### src/rtl/core/ptsa_pkg.sv
// Package for the peer table: sizes, codes and entry layout.
package ptsa_pkg;

	localparam int PEER_COUNT = 16;
	localparam int IDX_W      = (PEER_COUNT > 1) ? $clog2(PEER_COUNT) : 1;
	localparam int DATA_W     = 32;
	localparam int SLOT_W     = 4;

	localparam logic [DATA_W-1:0] SERIAL_HALF    = 32'h8000_0000;
	localparam logic [DATA_W-1:0] DIM_RESET      = 32'd3000;
	localparam logic [DATA_W-1:0] STALE_RESET    = 32'd10000;
	localparam logic [DATA_W-1:0] EXPIRE_RESET   = 32'd30000;

	localparam logic [1:0] CFG_DIM    = 2'd0;
	localparam logic [1:0] CFG_STALE  = 2'd1;
	localparam logic [1:0] CFG_EXPIRE = 2'd2;

	typedef logic [IDX_W-1:0]  idx_t;
	typedef logic [DATA_W-1:0] data_t;
	typedef logic [SLOT_W-1:0] slot_t;

	typedef enum logic [1:0] {
		FN_UPDATE = 2'd0,
		FN_QUERY  = 2'd1,
		FN_EXPIRE = 2'd2,
		FN_NOP    = 2'd3
	} func_t;

	typedef enum logic [2:0] {
		STS_INSERTED  = 3'd0,
		STS_REFRESHED = 3'd1,
		STS_IGNORED   = 3'd2,
		STS_FULL      = 3'd3,
		STS_DONE      = 3'd4
	} status_t;

	typedef enum logic [1:0] {
		CLS_NONE  = 2'd0,
		CLS_FRESH = 2'd1,
		CLS_DIM   = 2'd2,
		CLS_STALE = 2'd3
	} age_class_t;

	typedef enum logic [2:0] {
		S_IDLE,
		S_SCAN,
		S_DRAIN,
		S_FIN,
		S_CLASS
	} fsm_t;

	typedef struct packed {
		data_t peer_id;
		data_t prev_seq;
		data_t last_rx;
	} entry_t;

endpackage

### src/rtl/core/ptsa_ram.sv
// Generic single-port-write, single-port-read RAM with registered read data.
module ptsa_ram #(
	parameter int WIDTH = 32,
	parameter int DEPTH = 16
) (
	input  logic                                          clk,
	input  logic                                          we,
	input  logic [((DEPTH > 1) ? $clog2(DEPTH) : 1)-1:0] waddr,
	input  logic [WIDTH-1:0]                              wdata,
	input  logic [((DEPTH > 1) ? $clog2(DEPTH) : 1)-1:0] raddr,
	output logic [WIDTH-1:0]                              rdata
);

	logic [WIDTH-1:0] mem_q [DEPTH];

	always_ff @(posedge clk) begin
		if (we) begin
			mem_q[waddr] <= wdata;
		end
		rdata <= mem_q[raddr];
	end

endmodule

### src/rtl/core/peer_table_with_seq_age_unit.sv
// Peer table top level: lookup, insert, sequence check, age class and expire.
//
// Usage:
//   Input channel (in_valid/in_ready) carries one request: func, peer_id,
//   seq_number, now_ms. Output channel (out_valid/out_ready) returns one
//   result per request: status, slot, age_class.
//   Every request scans all PEER_COUNT entries through the entry RAM, one
//   read per cycle, then finishes. The shared 32-bit subtractor gives the
//   serial-number difference for update and the age for expire and for a
//   query that hits; such a query takes an extra class step after finish.
//   in_ready is high only while idle, so one request runs at a time.
//   The result sits in an output register: a new request is taken while it
//   waits, and that request holds in its last step until the register frees.
//   Reset clears all used marks and loads the default thresholds; entry
//   data is rewritten on insert so the RAM needs no clearing pass.
//   cfg_we writes a threshold at once; write only while idle.
module peer_table_with_seq_age_unit (
	input  logic        clk,
	input  logic        arst_n,
	input  logic        in_valid,
	output logic        in_ready,
	input  logic [1:0]  func,
	input  logic [31:0] peer_id,
	input  logic [31:0] seq_number,
	input  logic [31:0] now_ms,
	output logic        out_valid,
	input  logic        out_ready,
	output logic [2:0]  status,
	output logic [3:0]  slot,
	output logic [1:0]  age_class,
	input  logic        cfg_we,
	input  logic [1:0]  cfg_index,
	input  logic [31:0] cfg_wdata
);

	ptsa_pkg::fsm_t       state_q, state_d;
	ptsa_pkg::func_t      func_q;
	ptsa_pkg::data_t      id_q, seq_q, now_q;
	ptsa_pkg::data_t      dim_q, stale_q, expire_q;
	ptsa_pkg::idx_t       idx_q;
	logic [ptsa_pkg::PEER_COUNT-1:0] used_q;

	logic                 vld_s1, used_s1;
	ptsa_pkg::idx_t       idx_s1;
	logic                 vld_s2;
	ptsa_pkg::idx_t       idx_s2;
	ptsa_pkg::data_t      age_s2;

	logic                 hit_q, free_q;
	ptsa_pkg::idx_t       hit_idx_q, free_idx_q;
	ptsa_pkg::data_t      hit_seq_q, hit_rx_q, age_q;

	logic                 out_valid_q;
	ptsa_pkg::status_t    status_q;
	ptsa_pkg::slot_t      slot_q;
	ptsa_pkg::age_class_t class_q;

	ptsa_pkg::entry_t     rd_entry, wr_entry;
	logic                 ram_we;
	ptsa_pkg::idx_t       ram_waddr;

	ptsa_pkg::data_t      sub_a, sub_b, sub_y;
	logic                 in_acc, out_free, older, match_s1;

	logic                 out_load, set_used, age_load;
	ptsa_pkg::status_t    status_d;
	ptsa_pkg::slot_t      slot_d;
	ptsa_pkg::age_class_t class_d;

	assign in_acc   = in_valid && in_ready;
	assign out_free = !out_valid_q || out_ready;
	assign match_s1 = used_s1 && (rd_entry.peer_id == id_q);

	ptsa_ram #(
		.WIDTH ($bits(ptsa_pkg::entry_t)),
		.DEPTH (ptsa_pkg::PEER_COUNT)
	) u_entry_ram (
		.clk   (clk),
		.we    (ram_we),
		.waddr (ram_waddr),
		.wdata (wr_entry),
		.raddr (idx_q),
		.rdata (rd_entry)
	);

	// shared subtractor: age during expire scan, serial diff or age at finish
	always_comb begin
		sub_a = now_q;
		sub_b = rd_entry.last_rx;
		if (state_q == ptsa_pkg::S_FIN) begin
			if (func_q == ptsa_pkg::FN_UPDATE) begin
				sub_a = seq_q;
				sub_b = hit_seq_q;
			end else begin
				sub_b = hit_rx_q;
			end
		end
	end

	assign sub_y = sub_a - sub_b;
	assign older = (sub_y != '0) && (sub_y >= ptsa_pkg::SERIAL_HALF);

	always_ff @(posedge clk or negedge arst_n) begin
		if (!arst_n) begin
			state_q <= ptsa_pkg::S_IDLE;
		end else begin
			state_q <= state_d;
		end
	end

	always_comb begin
		state_d   = state_q;
		out_load  = 1'b0;
		set_used  = 1'b0;
		age_load  = 1'b0;
		ram_we    = 1'b0;
		ram_waddr = hit_idx_q;
		wr_entry  = '{peer_id: id_q, prev_seq: seq_q, last_rx: now_q};
		status_d  = ptsa_pkg::STS_DONE;
		slot_d    = '0;
		class_d   = ptsa_pkg::CLS_NONE;
		case (state_q)
			ptsa_pkg::S_IDLE: begin
				if (in_acc) begin
					state_d = ptsa_pkg::S_SCAN;
				end
			end
			ptsa_pkg::S_SCAN: begin
				if (idx_q == ptsa_pkg::idx_t'(ptsa_pkg::PEER_COUNT - 1)) begin
					state_d = ptsa_pkg::S_DRAIN;
				end
			end
			ptsa_pkg::S_DRAIN: begin
				if (!vld_s1 && !vld_s2) begin
					state_d = ptsa_pkg::S_FIN;
				end
			end
			ptsa_pkg::S_FIN: begin
				if (func_q == ptsa_pkg::FN_QUERY && hit_q) begin
					age_load = 1'b1;
					state_d  = ptsa_pkg::S_CLASS;
				end else if (out_free) begin
					out_load = 1'b1;
					state_d  = ptsa_pkg::S_IDLE;
					if (func_q == ptsa_pkg::FN_UPDATE) begin
						if (hit_q) begin
							slot_d = ptsa_pkg::slot_t'(hit_idx_q);
							if (older) begin
								status_d = ptsa_pkg::STS_IGNORED;
							end else begin
								status_d = ptsa_pkg::STS_REFRESHED;
								ram_we   = 1'b1;
							end
						end else if (free_q) begin
							status_d  = ptsa_pkg::STS_INSERTED;
							slot_d    = ptsa_pkg::slot_t'(free_idx_q);
							ram_we    = 1'b1;
							ram_waddr = free_idx_q;
							set_used  = 1'b1;
						end else begin
							status_d = ptsa_pkg::STS_FULL;
						end
					end
				end
			end
			ptsa_pkg::S_CLASS: begin
				if (out_free) begin
					out_load = 1'b1;
					state_d  = ptsa_pkg::S_IDLE;
					slot_d   = ptsa_pkg::slot_t'(hit_idx_q);
					if (age_q >= stale_q) begin
						class_d = ptsa_pkg::CLS_STALE;
					end else if (age_q >= dim_q) begin
						class_d = ptsa_pkg::CLS_DIM;
					end else begin
						class_d = ptsa_pkg::CLS_FRESH;
					end
				end
			end
			default: begin
				state_d = ptsa_pkg::S_IDLE;
			end
		endcase
	end

	// control registers
	always_ff @(posedge clk or negedge arst_n) begin
		if (!arst_n) begin
			idx_q       <= '0;
			vld_s1      <= 1'b0;
			vld_s2      <= 1'b0;
			hit_q       <= 1'b0;
			free_q      <= 1'b0;
			used_q      <= '0;
			out_valid_q <= 1'b0;
			dim_q       <= ptsa_pkg::DIM_RESET;
			stale_q     <= ptsa_pkg::STALE_RESET;
			expire_q    <= ptsa_pkg::EXPIRE_RESET;
		end else begin
			if (cfg_we) begin
				case (cfg_index)
					ptsa_pkg::CFG_DIM:    dim_q    <= cfg_wdata;
					ptsa_pkg::CFG_STALE:  stale_q  <= cfg_wdata;
					ptsa_pkg::CFG_EXPIRE: expire_q <= cfg_wdata;
					default: ;
				endcase
			end

			if (in_acc) begin
				idx_q <= '0;
			end else if (state_q == ptsa_pkg::S_SCAN &&
			             idx_q != ptsa_pkg::idx_t'(ptsa_pkg::PEER_COUNT - 1)) begin
				idx_q <= idx_q + 1'b1;
			end

			vld_s1 <= (state_q == ptsa_pkg::S_SCAN);
			vld_s2 <= vld_s1 && used_s1 && (func_q == ptsa_pkg::FN_EXPIRE);

			if (in_acc) begin
				hit_q  <= 1'b0;
				free_q <= 1'b0;
			end else if (vld_s1) begin
				if (match_s1 && !hit_q) begin
					hit_q <= 1'b1;
				end
				if (!used_s1 && !free_q) begin
					free_q <= 1'b1;
				end
			end

			if (vld_s2 && (age_s2 >= expire_q)) begin
				used_q[idx_s2] <= 1'b0;
			end
			if (set_used) begin
				used_q[free_idx_q] <= 1'b1;
			end

			if (out_load) begin
				out_valid_q <= 1'b1;
			end else if (out_ready) begin
				out_valid_q <= 1'b0;
			end
		end
	end

	// payload registers
	always_ff @(posedge clk) begin
		if (in_acc) begin
			func_q <= ptsa_pkg::func_t'(func);
			id_q   <= peer_id;
			seq_q  <= seq_number;
			now_q  <= now_ms;
		end
		idx_s1  <= idx_q;
		used_s1 <= used_q[idx_q];
		idx_s2  <= idx_s1;
		age_s2  <= sub_y;
		if (vld_s1 && match_s1 && !hit_q) begin
			hit_idx_q <= idx_s1;
			hit_seq_q <= rd_entry.prev_seq;
			hit_rx_q  <= rd_entry.last_rx;
		end
		if (vld_s1 && !used_s1 && !free_q) begin
			free_idx_q <= idx_s1;
		end
		if (age_load) begin
			age_q <= sub_y;
		end
		if (out_load) begin
			status_q <= status_d;
			slot_q   <= slot_d;
			class_q  <= class_d;
		end
	end

	assign in_ready  = (state_q == ptsa_pkg::S_IDLE);
	assign out_valid = out_valid_q;
	assign status    = status_q;
	assign slot      = slot_q;
	assign age_class = class_q;

`ifndef SYNTH
	a_accept_starts_scan: assert property (@(posedge clk) disable iff (!arst_n)
		in_acc |=> (state_q == ptsa_pkg::S_SCAN) && (idx_q == '0))
		else $error("accepted request did not start a scan at entry zero");

	a_full_means_full: assert property (@(posedge clk) disable iff (!arst_n)
		(out_load && (status_d == ptsa_pkg::STS_FULL)) |-> (&used_q))
		else $error("table full reported with a free entry");

	a_hit_is_used: assert property (@(posedge clk) disable iff (!arst_n)
		((state_q == ptsa_pkg::S_FIN) && hit_q && (func_q != ptsa_pkg::FN_EXPIRE))
		|-> used_q[hit_idx_q])
		else $error("matched entry is not in use");

	a_age_stage_expire_only: assert property (@(posedge clk) disable iff (!arst_n)
		vld_s2 |-> (func_q == ptsa_pkg::FN_EXPIRE))
		else $error("expire age stage active outside expire");
`endif

endmodule

### config.mk
export PLATFORM = sky130hd
export DESIGN_NAME = peer_table_with_seq_age_unit
export DESIGN_NICKNAME = d
export VERILOG_FILES = /design/src/rtl/core/ptsa_pkg.sv /design/src/rtl/core/ptsa_ram.sv /design/src/rtl/core/peer_table_with_seq_age_unit.sv
export SDC_FILE = /design/constraint.sdc
export NUM_CORES = 2
export LEC_CHECK = 0
export BUFFER_PORTS_ARGS = -buffer_cell sky130_fd_sc_hd__buf_2
export CAP_MARGIN = 20
export CELL_PAD_IN_SITES_DETAIL_PLACEMENT = 0
export CELL_PAD_IN_SITES_GLOBAL_PLACEMENT = 1
export CORE_ASPECT_RATIO = 1.1
export CORE_MARGIN = 2
export CORE_UTILIZATION = 56
export DETAILED_ROUTE_END_ITERATION = 10
export HOLD_SLACK_MARGIN = 0.02
export PLACE_DENSITY_LB_ADDON = 0.1
export SKIP_LAST_GASP = 1
export SYNTH_ARGS = -nofsm -noshare
export SYNTH_HDL_FRONTEND = slang
export SYNTH_SLANG_ARGS = --single-unit
export TNS_END_PERCENT = 100
### constraint.sdc
create_clock -name clk -period 14.34 [get_ports clk]
set_input_delay 2.868 -clock clk [delete_from_list [all_inputs] [get_ports clk]]
set_output_delay 2.868 -clock clk [all_outputs]
set_load 0.01 [all_outputs]
# [Word-level counts from Yosys, hierarchy flattened]
# Memory sizes are Yosys's and may differ from the RTL's. A register that Yosys moved wholly into a read port is not among the register bits.
# Index checks and enable logic that the tools add are counted.
[word_totals] reg_bits=376 ram_bits=1536 out_inout_bits=11 n_memories=1
[mem_list] memory="u_entry_ram.mem_q" depth=16 width=96 rd=1 rd_clocked_by_memory_dff=1 wr=1 line="ptsa_ram.sv:14" source="logic [WIDTH-1:0] mem_q [DEPTH];"
[op_classes] addsub=2 order_cmp=9 eq_ne=14 muxes=65 bitwise_logic=6 n_reduce_logical=41
[ops] cell="32-bit two-way mux" count=4
[ops] cell="32-bit >= comparator" count=3
[ops] cell="4-bit two-way mux" count=14
[ops] cell="32-bit equality test" count=1
[ops] cell="32-bit >= comparator (second input constant)" count=1
[ops] cell="16-bit two-way mux" count=2
[ops] cell="32-bit nonzero test" count=1
[ops] cell="32-bit subtractor" count=1
[ops] cell="1-bit two-way mux" count=29
[ops] cell="3-bit two-way mux" count=6
[ops] cell="1-bit logical AND" count=17
[ops] cell="16-bit AND" count=1
[ops] cell="16-bit inverter" count=1
[ops] cell="16-bit OR" count=1
[ops] cell="4-bit by 5-bit less-than comparator with 1-bit output (second input constant)" count=3
[ops] cell="3-bit case mux with 5 select lines" count=1
[ops] cell="2-bit AND reduction" count=6
[ops] cell="2-bit nonzero test" count=5
[ops] cell="1-bit demux with 4-bit select" count=2
[ops] cell="4-bit by 1-bit >= comparator with 1-bit output (second input constant)" count=2
[ops] cell="2-bit two-way mux" count=4
[ops] cell="4-bit case mux with 2 select lines" count=1
[ops] cell="3-bit by 2-bit equality test with 1-bit output (second input constant)" count=2
[ops] cell="1-bit logical NOT" count=6
[ops] cell="17 further kinds" count=23

# [Depth between registers and ports, before layout]
[depth] ltp_word=14 ltp_mapped=17 mapped_depth_nobuf=14

# [Cells and area by module]
# From an unflattened synthesis, not the netlist that was laid out.
[hier_totals] hier_cells=3905 hier_area_um2=77081.4
[modules_own_cells] module="ptsa_ram" instances=1 cells_each=2460 area_each_um2=59355.7 seq_area_each_um2=48046.1
[modules_own_cells] module="peer_table_with_seq_age_unit" instances=1 cells_each=1445 area_each_um2=17725.8 seq_area_each_um2=10283.6

# [Worst setup path after synthesis]
# Ideal clock, no wire load.
[synth_path] path_type="input to register" start="input out_ready" end="memory u_entry_ram.mem_q[8][0] (netlist name) (enable)" t_arrival_ns=7.848 path_slack_ns=5.940 path_stages=8 path_buffers=1 cell_sequence="nor2b_1 nor2_4 inv_2 nor2_2 buf_2 nor3b_1 a21oi_1 nor2_1"
[synth_via] elab_chain_len=6 word_cells_on_any_way=9 cone_classes="mux (8); reduce/logical (1)"
[synth_rtl] element="start, declared" line="peer_table_with_seq_age_unit.sv:27" source="input logic out_ready,"
[synth_rtl] element="1-bit logical OR *" line="peer_table_with_seq_age_unit.sv:71" source="assign out_free = !out_valid_q || out_ready;"
[synth_rtl] element="1-bit two-way mux" line="peer_table_with_seq_age_unit.sv:142" source="end else if (out_free) begin"
[synth_rtl] element="1-bit two-way mux" line="peer_table_with_seq_age_unit.sv:139" source="if (func_q == ptsa_pkg::FN_QUERY && hit_q) begin"
[synth_rtl] element="1-bit two-way mux" line="peer_table_with_seq_age_unit.sv:122" source="case (state_q)"
[synth_rtl] element="1-bit two-way mux" line="ptsa_ram.sv:17" source="if (we) begin"
[synth_rtl] element="1-bit two-way mux (not written as such)" line="ptsa_ram.sv:18" source="mem_q[waddr] <= wdata;"
[synth_rtl] element="end, declared" line="ptsa_ram.sv:14"
# Mark *: on every way between the ends. The rest lies on a longest branch, timed or not.

# [Worst setup path after layout]
[layout_path] start="register func_q[1]" end="memory u_entry_ram.mem_q[13][68] (netlist name) (enable)"
[layout_via] elab_chain_len=14 word_cells_on_any_way=23 cone_classes="add/sub (1); order compare (1); eq/ne (1); mux (16); reduce/logical (4)"
[layout_rtl] element="start, declared" line="peer_table_with_seq_age_unit.sv:37" source="ptsa_pkg::func_t func_q;"
[layout_rtl] element="start signal, assigned" line="peer_table_with_seq_age_unit.sv:249" source="func_q <= ptsa_pkg::func_t'(func);"
[layout_rtl] element="2-bit logical NOT" line="peer_table_with_seq_age_unit.sv:91, peer_table_with_seq_age_unit.sv:145"
[layout_rtl] element="32-bit two-way mux" line="peer_table_with_seq_age_unit.sv:91" source="if (func_q == ptsa_pkg::FN_UPDATE) begin"
[layout_rtl] element="32-bit two-way mux" line="peer_table_with_seq_age_unit.sv:90" source="if (state_q == ptsa_pkg::S_FIN) begin"
[layout_rtl] element="32-bit subtractor" line="peer_table_with_seq_age_unit.sv:100" source="assign sub_y = sub_a - sub_b;"
[layout_rtl] element="32-bit >= comparator / 32-bit nonzero test (equally long branches)" line="peer_table_with_seq_age_unit.sv:101" source="assign older = (sub_y != '0) && (sub_y >= ptsa_pkg::SERIAL_HALF);"
[layout_rtl] element="1-bit logical AND" line="peer_table_with_seq_age_unit.sv:101"
[layout_rtl] element="1-bit two-way mux" line="peer_table_with_seq_age_unit.sv:148" source="if (older) begin"
[layout_rtl] element="1-bit two-way mux" line="peer_table_with_seq_age_unit.sv:146" source="if (hit_q) begin"
[layout_rtl] element="1-bit two-way mux" line="peer_table_with_seq_age_unit.sv:145" source="if (func_q == ptsa_pkg::FN_UPDATE) begin"
[layout_rtl] element="1-bit two-way mux" line="peer_table_with_seq_age_unit.sv:142"
[layout_rtl] element="1-bit two-way mux" line="peer_table_with_seq_age_unit.sv:139"
[layout_rtl] element="1-bit two-way mux" line="peer_table_with_seq_age_unit.sv:122"
[layout_rtl] element="1-bit two-way mux" line="ptsa_ram.sv:17"
[layout_rtl] element="1-bit two-way mux (not written as such)" line="ptsa_ram.sv:18"
# Several ways; a longest one is shown, not always the timed one.

==> run_results.csv <==
group,metric,value,unit
power_and_ir_drop,swShare,0.293,
flow_run,cap_violations,0,
power_and_ir_drop,peakVddDrop,0.154,mV
timing,worst_pin_slew,1.09,ns
power_and_ir_drop,intPower,0.0116,W
grt,antenna_found_initial,17,
timing,hold_viol,0,
clocking,post_cts_buffers,0,
synth,synth-async-reset-ratio,0.0618,
grt,groute.usage.overall,0.266,
grt,grt_pass1_vias,38417,
route,avgViaCountPerCell,6.26,
clocking,holdBufCountCts,0,
worst_setup_path,critPathLaunchType,"flip-flop",
cells_and_area,seq_area,0.0583,sq mm
floorplanning,row_count,142,
synth,ys_warn_count,0,
floorplanning,start_util,0.566,
worst_setup_path,required,14.77,ns
timing,tns,0,ns
run_status,status,"complete, no violations",
timing,fmax,133,MHz
synth,syn_inst,3687,
power_and_ir_drop,power_per_cell_area,189,mW/mm^2
min_path,hold_path_class,"flip-flop to flip-flop",
place,globalplace.congestion,0.868,
timing,rsz0062_at_grt,"false",
clocking,clkTransAtPathRegs,0.06,ns
synth,netlist_area,0.0772,sq mm
grt,gr-total-overflow,0,
power_and_ir_drop,seqPwrFrac,0.459,
timing,drv_slew,0,
synth,synth_seq_area_share,0.756,
timing,worst_slack,6.81,ns
synth,ys_types,76,
clocking,cts_resized,0,
route,first_iter_violations,3958,
timing,fin_crit,7.53,ns
clocking,cts_tree,"built",
grt,grt_max_degree,149,
place,hpwlAfterDp,108,mm
cells_and_area,multi_input_area,0.0180,sq mm
power_and_ir_drop,p_switching,0.00480,W
place,io_buffer_count,147,
timing,min_period_over_period,0.525,
route,drcViolationCount,0,
clocking,htree_levels,4,
timing,setup-violations-final,0,
power_and_ir_drop,power.leakage,28.5,nW
route,wl_per_cell,31.0,um
worst_setup_path,path_class,"flip-flop to flip-flop",
floorplanning,die_h,393,um
floorplanning,die_x,358,um
worst_setup_path,crit_path_start,"func_q[1]",
synth,ys_ff_latch,2008,
route,antenna_left,0,
synth,syn_avg_cell_area,20.9,sq um
clocking,clock_latency,0.82,ns
cells_and_area,drive_gt1_frac,0.277,
timing,final.setup_skew,0.0328,ns
grt,grt_pass1_wl,268,mm
floorplanning,ios,148,
timing,slew_headroom,0.272,
place,postPlaceCellArea,0.0802,sq mm
power_and_ir_drop,p_clk_frac,0.298,
synth,synth_flop_cell,"edfxtp_1",
cells_and_area,postLayoutCellArea,0.0865,sq mm
power_and_ir_drop,p_comb_frac,0.242,
route,wirelength,183,mm
synth,synth_edf_count,1747,
clocking,cts_num_sinks,2008,
worst_setup_path,worst_ep_arrival_time,7.96,ns
route,drtPass1Iterations,8,
min_path,hp-start,"idx_s1[1]",
cells_and_area,nets,4205,
floorplanning,dieArea,0.141,sq mm
worst_setup_path,path_max_fanout,41,
floorplanning,core-area,0.136,sq mm
clocking,cts_made_buffers,193,
cells_and_area,nFillCells,9239,
clocking,cts.path.max_buffers,3,
place,dp_slack,6.73,ns
cells_and_area,finish.utilization,0.634,
route,vias,36980,
power_and_ir_drop,finalPower,0.0163,W
clocking,clock-root-buffer,"clkbuf_16",
cells_and_area,area_growth,12.0,%
worst_setup_path,worstSetupEndpointType,"flip-flop",
synth,synth_fp_nets,3953,
worst_setup_path,r2r_start,"func_q[1]",
area by class of cell:
class | count | area share
inverter | 107 | 0.00465
timing repair buffer | 216 | 0.0160
multi-input combinational | 1413 | 0.208
clock inverter | 94 | 0.00933
antenna | 7 | 0.000203
tap | 1800 | 0.0260
clock buffer | 263 | 0.0611
sequential | 2008 | 0.675
worst max-delay path, stage by stage, from the launching register on:
cell	delay (ns)
edfxtp_1	0.36
buf_4	0.26
nor2_4	0.76
nand2_2	0.79
mux2_2	0.52
ha_1	0.38
a211oi_1	0.34
o21bai_1	0.13
a211oi_1	0.24
o21ai_0	0.21
a211oi_4	0.36
xnor2_4	0.23
a21oi_2	0.25
nor2_4	0.76
buf_4	0.80
buf_4	0.65
state kept, by name (all words and copies together), names as in the netlist, 2 cells and up:
register           count
age_class              2
age_q                 32
age_s2                32
dim_q                 32
expire_q              32
free_idx_q             4
func_q                 2
hit_idx_q              4
hit_rx_q              32
hit_seq_q             32
id_q                  32
idx_q                  4
idx_s1                 4
idx_s2                 4
now_q                 32
seq_q                 32
slot                   4
stale_q               32
state_q                3
status                 3
u_entry_ram.mem_q   1536
u_entry_ram.rdata     96
used_q                16
power groups by stage:
stage,logic [W],registers (W),clock network [W]
finish,0.00396,0.00751,0.00488
global route,0.00423,0.00756,0.00518
CTS,0.00401,0.00751,0.00497
detailed placement,0.00399,0.00763,0
global placement,0.00395,0.00761,0
floorplan,0.00281,0.00734,0
worst paths after layout:
kind                       cells after the start  slack, ns                        end
max                                           15       6.81  u_entry_ram.mem_q[13][68]
min                                            0       0.37                  idx_s2[1]
max reg2reg                                   15       6.81  u_entry_ram.mem_q[13][68]
min reg2reg                                    0       0.37                  idx_s2[1]
max in group asynchronous                      2      10.78               expire_q[24]
min in group asynchronous                      1       2.16                 stale_q[7]
per-layer routing:
layer / track usage / up-vias / routed length [um]
li1: - / 15587 / -
met3: 0.0435 / 243 / 10800
met1: 0.366 / 19822 / 74300
met4: 0.0734 / 10 / 4150
met2: 0.444 / 1318 / 93900
met5: 0 / - / 66
cell usage in the layout, fill, tap and decap left out, types with 17 or more instances in the layout:
cell,n
edfxtp_1,1747
mux4_2,485
clkbuf_16,194
a21oi_1,147
buf_2,146
dfxtp_1,137
ha_1,128
inv_1,106
dfrtp_1,101
nand2_1,100
mux2_2,95
o21ai_0,88
buf_4,62
clkbuf_1,52
xnor2_1,40
a21o_1,38
nor2_1,36
clkinv_2,34
clkinv_1,31
xor2_1,24
nand4_1,22
dfstp_2,19
nor2_4,18
a211oi_1,18
clkbuf_8,17
metrics by stage:
step | hold WS (ns) | cells
final | 0.368 | 5908
after global routing | 0.372 | 5906
after CTS | 0.366 | 5897
after detailed placement | 0.360 | 5540
after global placement | 0.359 | 5539
after floorplan | 0.342 | 3687
synth_stat cells, types with 4 or more instances:
master / number / area [sq um]
o21ai_1: 4 / 20.0
xnor2_1: 40 / 350
nor2_2: 4 / 25.0
a21oi_1: 147 / 736
o21a_1: 9 / 67.6
a21o_1: 38 / 285
and3_1: 11 / 68.8
a21oi_2: 4 / 35.0
dfxtp_1: 137 / 2740
nand4_1: 22 / 138
and2_1: 5 / 31.3
nand2b_1: 10 / 62.6
nor3_1: 7 / 35.0
dfstp_2: 19 / 499
mux4_2: 485 / 10900
inv_1: 106 / 398
nor2b_1: 9 / 56.3
nor2_1: 53 / 199
nor4_1: 9 / 56.3
a211oi_1: 18 / 135
a311oi_1: 4 / 35.0
nand3b_1: 4 / 30.0
dfrtp_1: 105 / 2630
buf_2: 21 / 105
edfxtp_1: 1747 / 52500
xor2_1: 24 / 210
nor3b_1: 6 / 45.0
nand3_1: 15 / 75.1
o211ai_1: 6 / 45.0
a2111oi_0: 7 / 61.3
o21ai_0: 88 / 440
mux2_2: 95 / 1070
buf_1: 30 / 113
nand2_1: 100 / 375
a31oi_1: 10 / 62.6
clkbuf_1: 105 / 394
o21bai_1: 6 / 45.0
ha_1: 128 / 1600
cells by family after synthesis:
group | Yosys count | share of synthesized area
flops | 2008 | 0.756
mux | 582 | 0.156
compound gates | 370 | 0.0296
fa+ha+maj | 129 | 0.0210
buf+inv | 266 | 0.0136
xor+xnor | 65 | 0.00762
simple gates | 267 | 0.0170
Note: power is estimated with default switching activity, not from simulation.
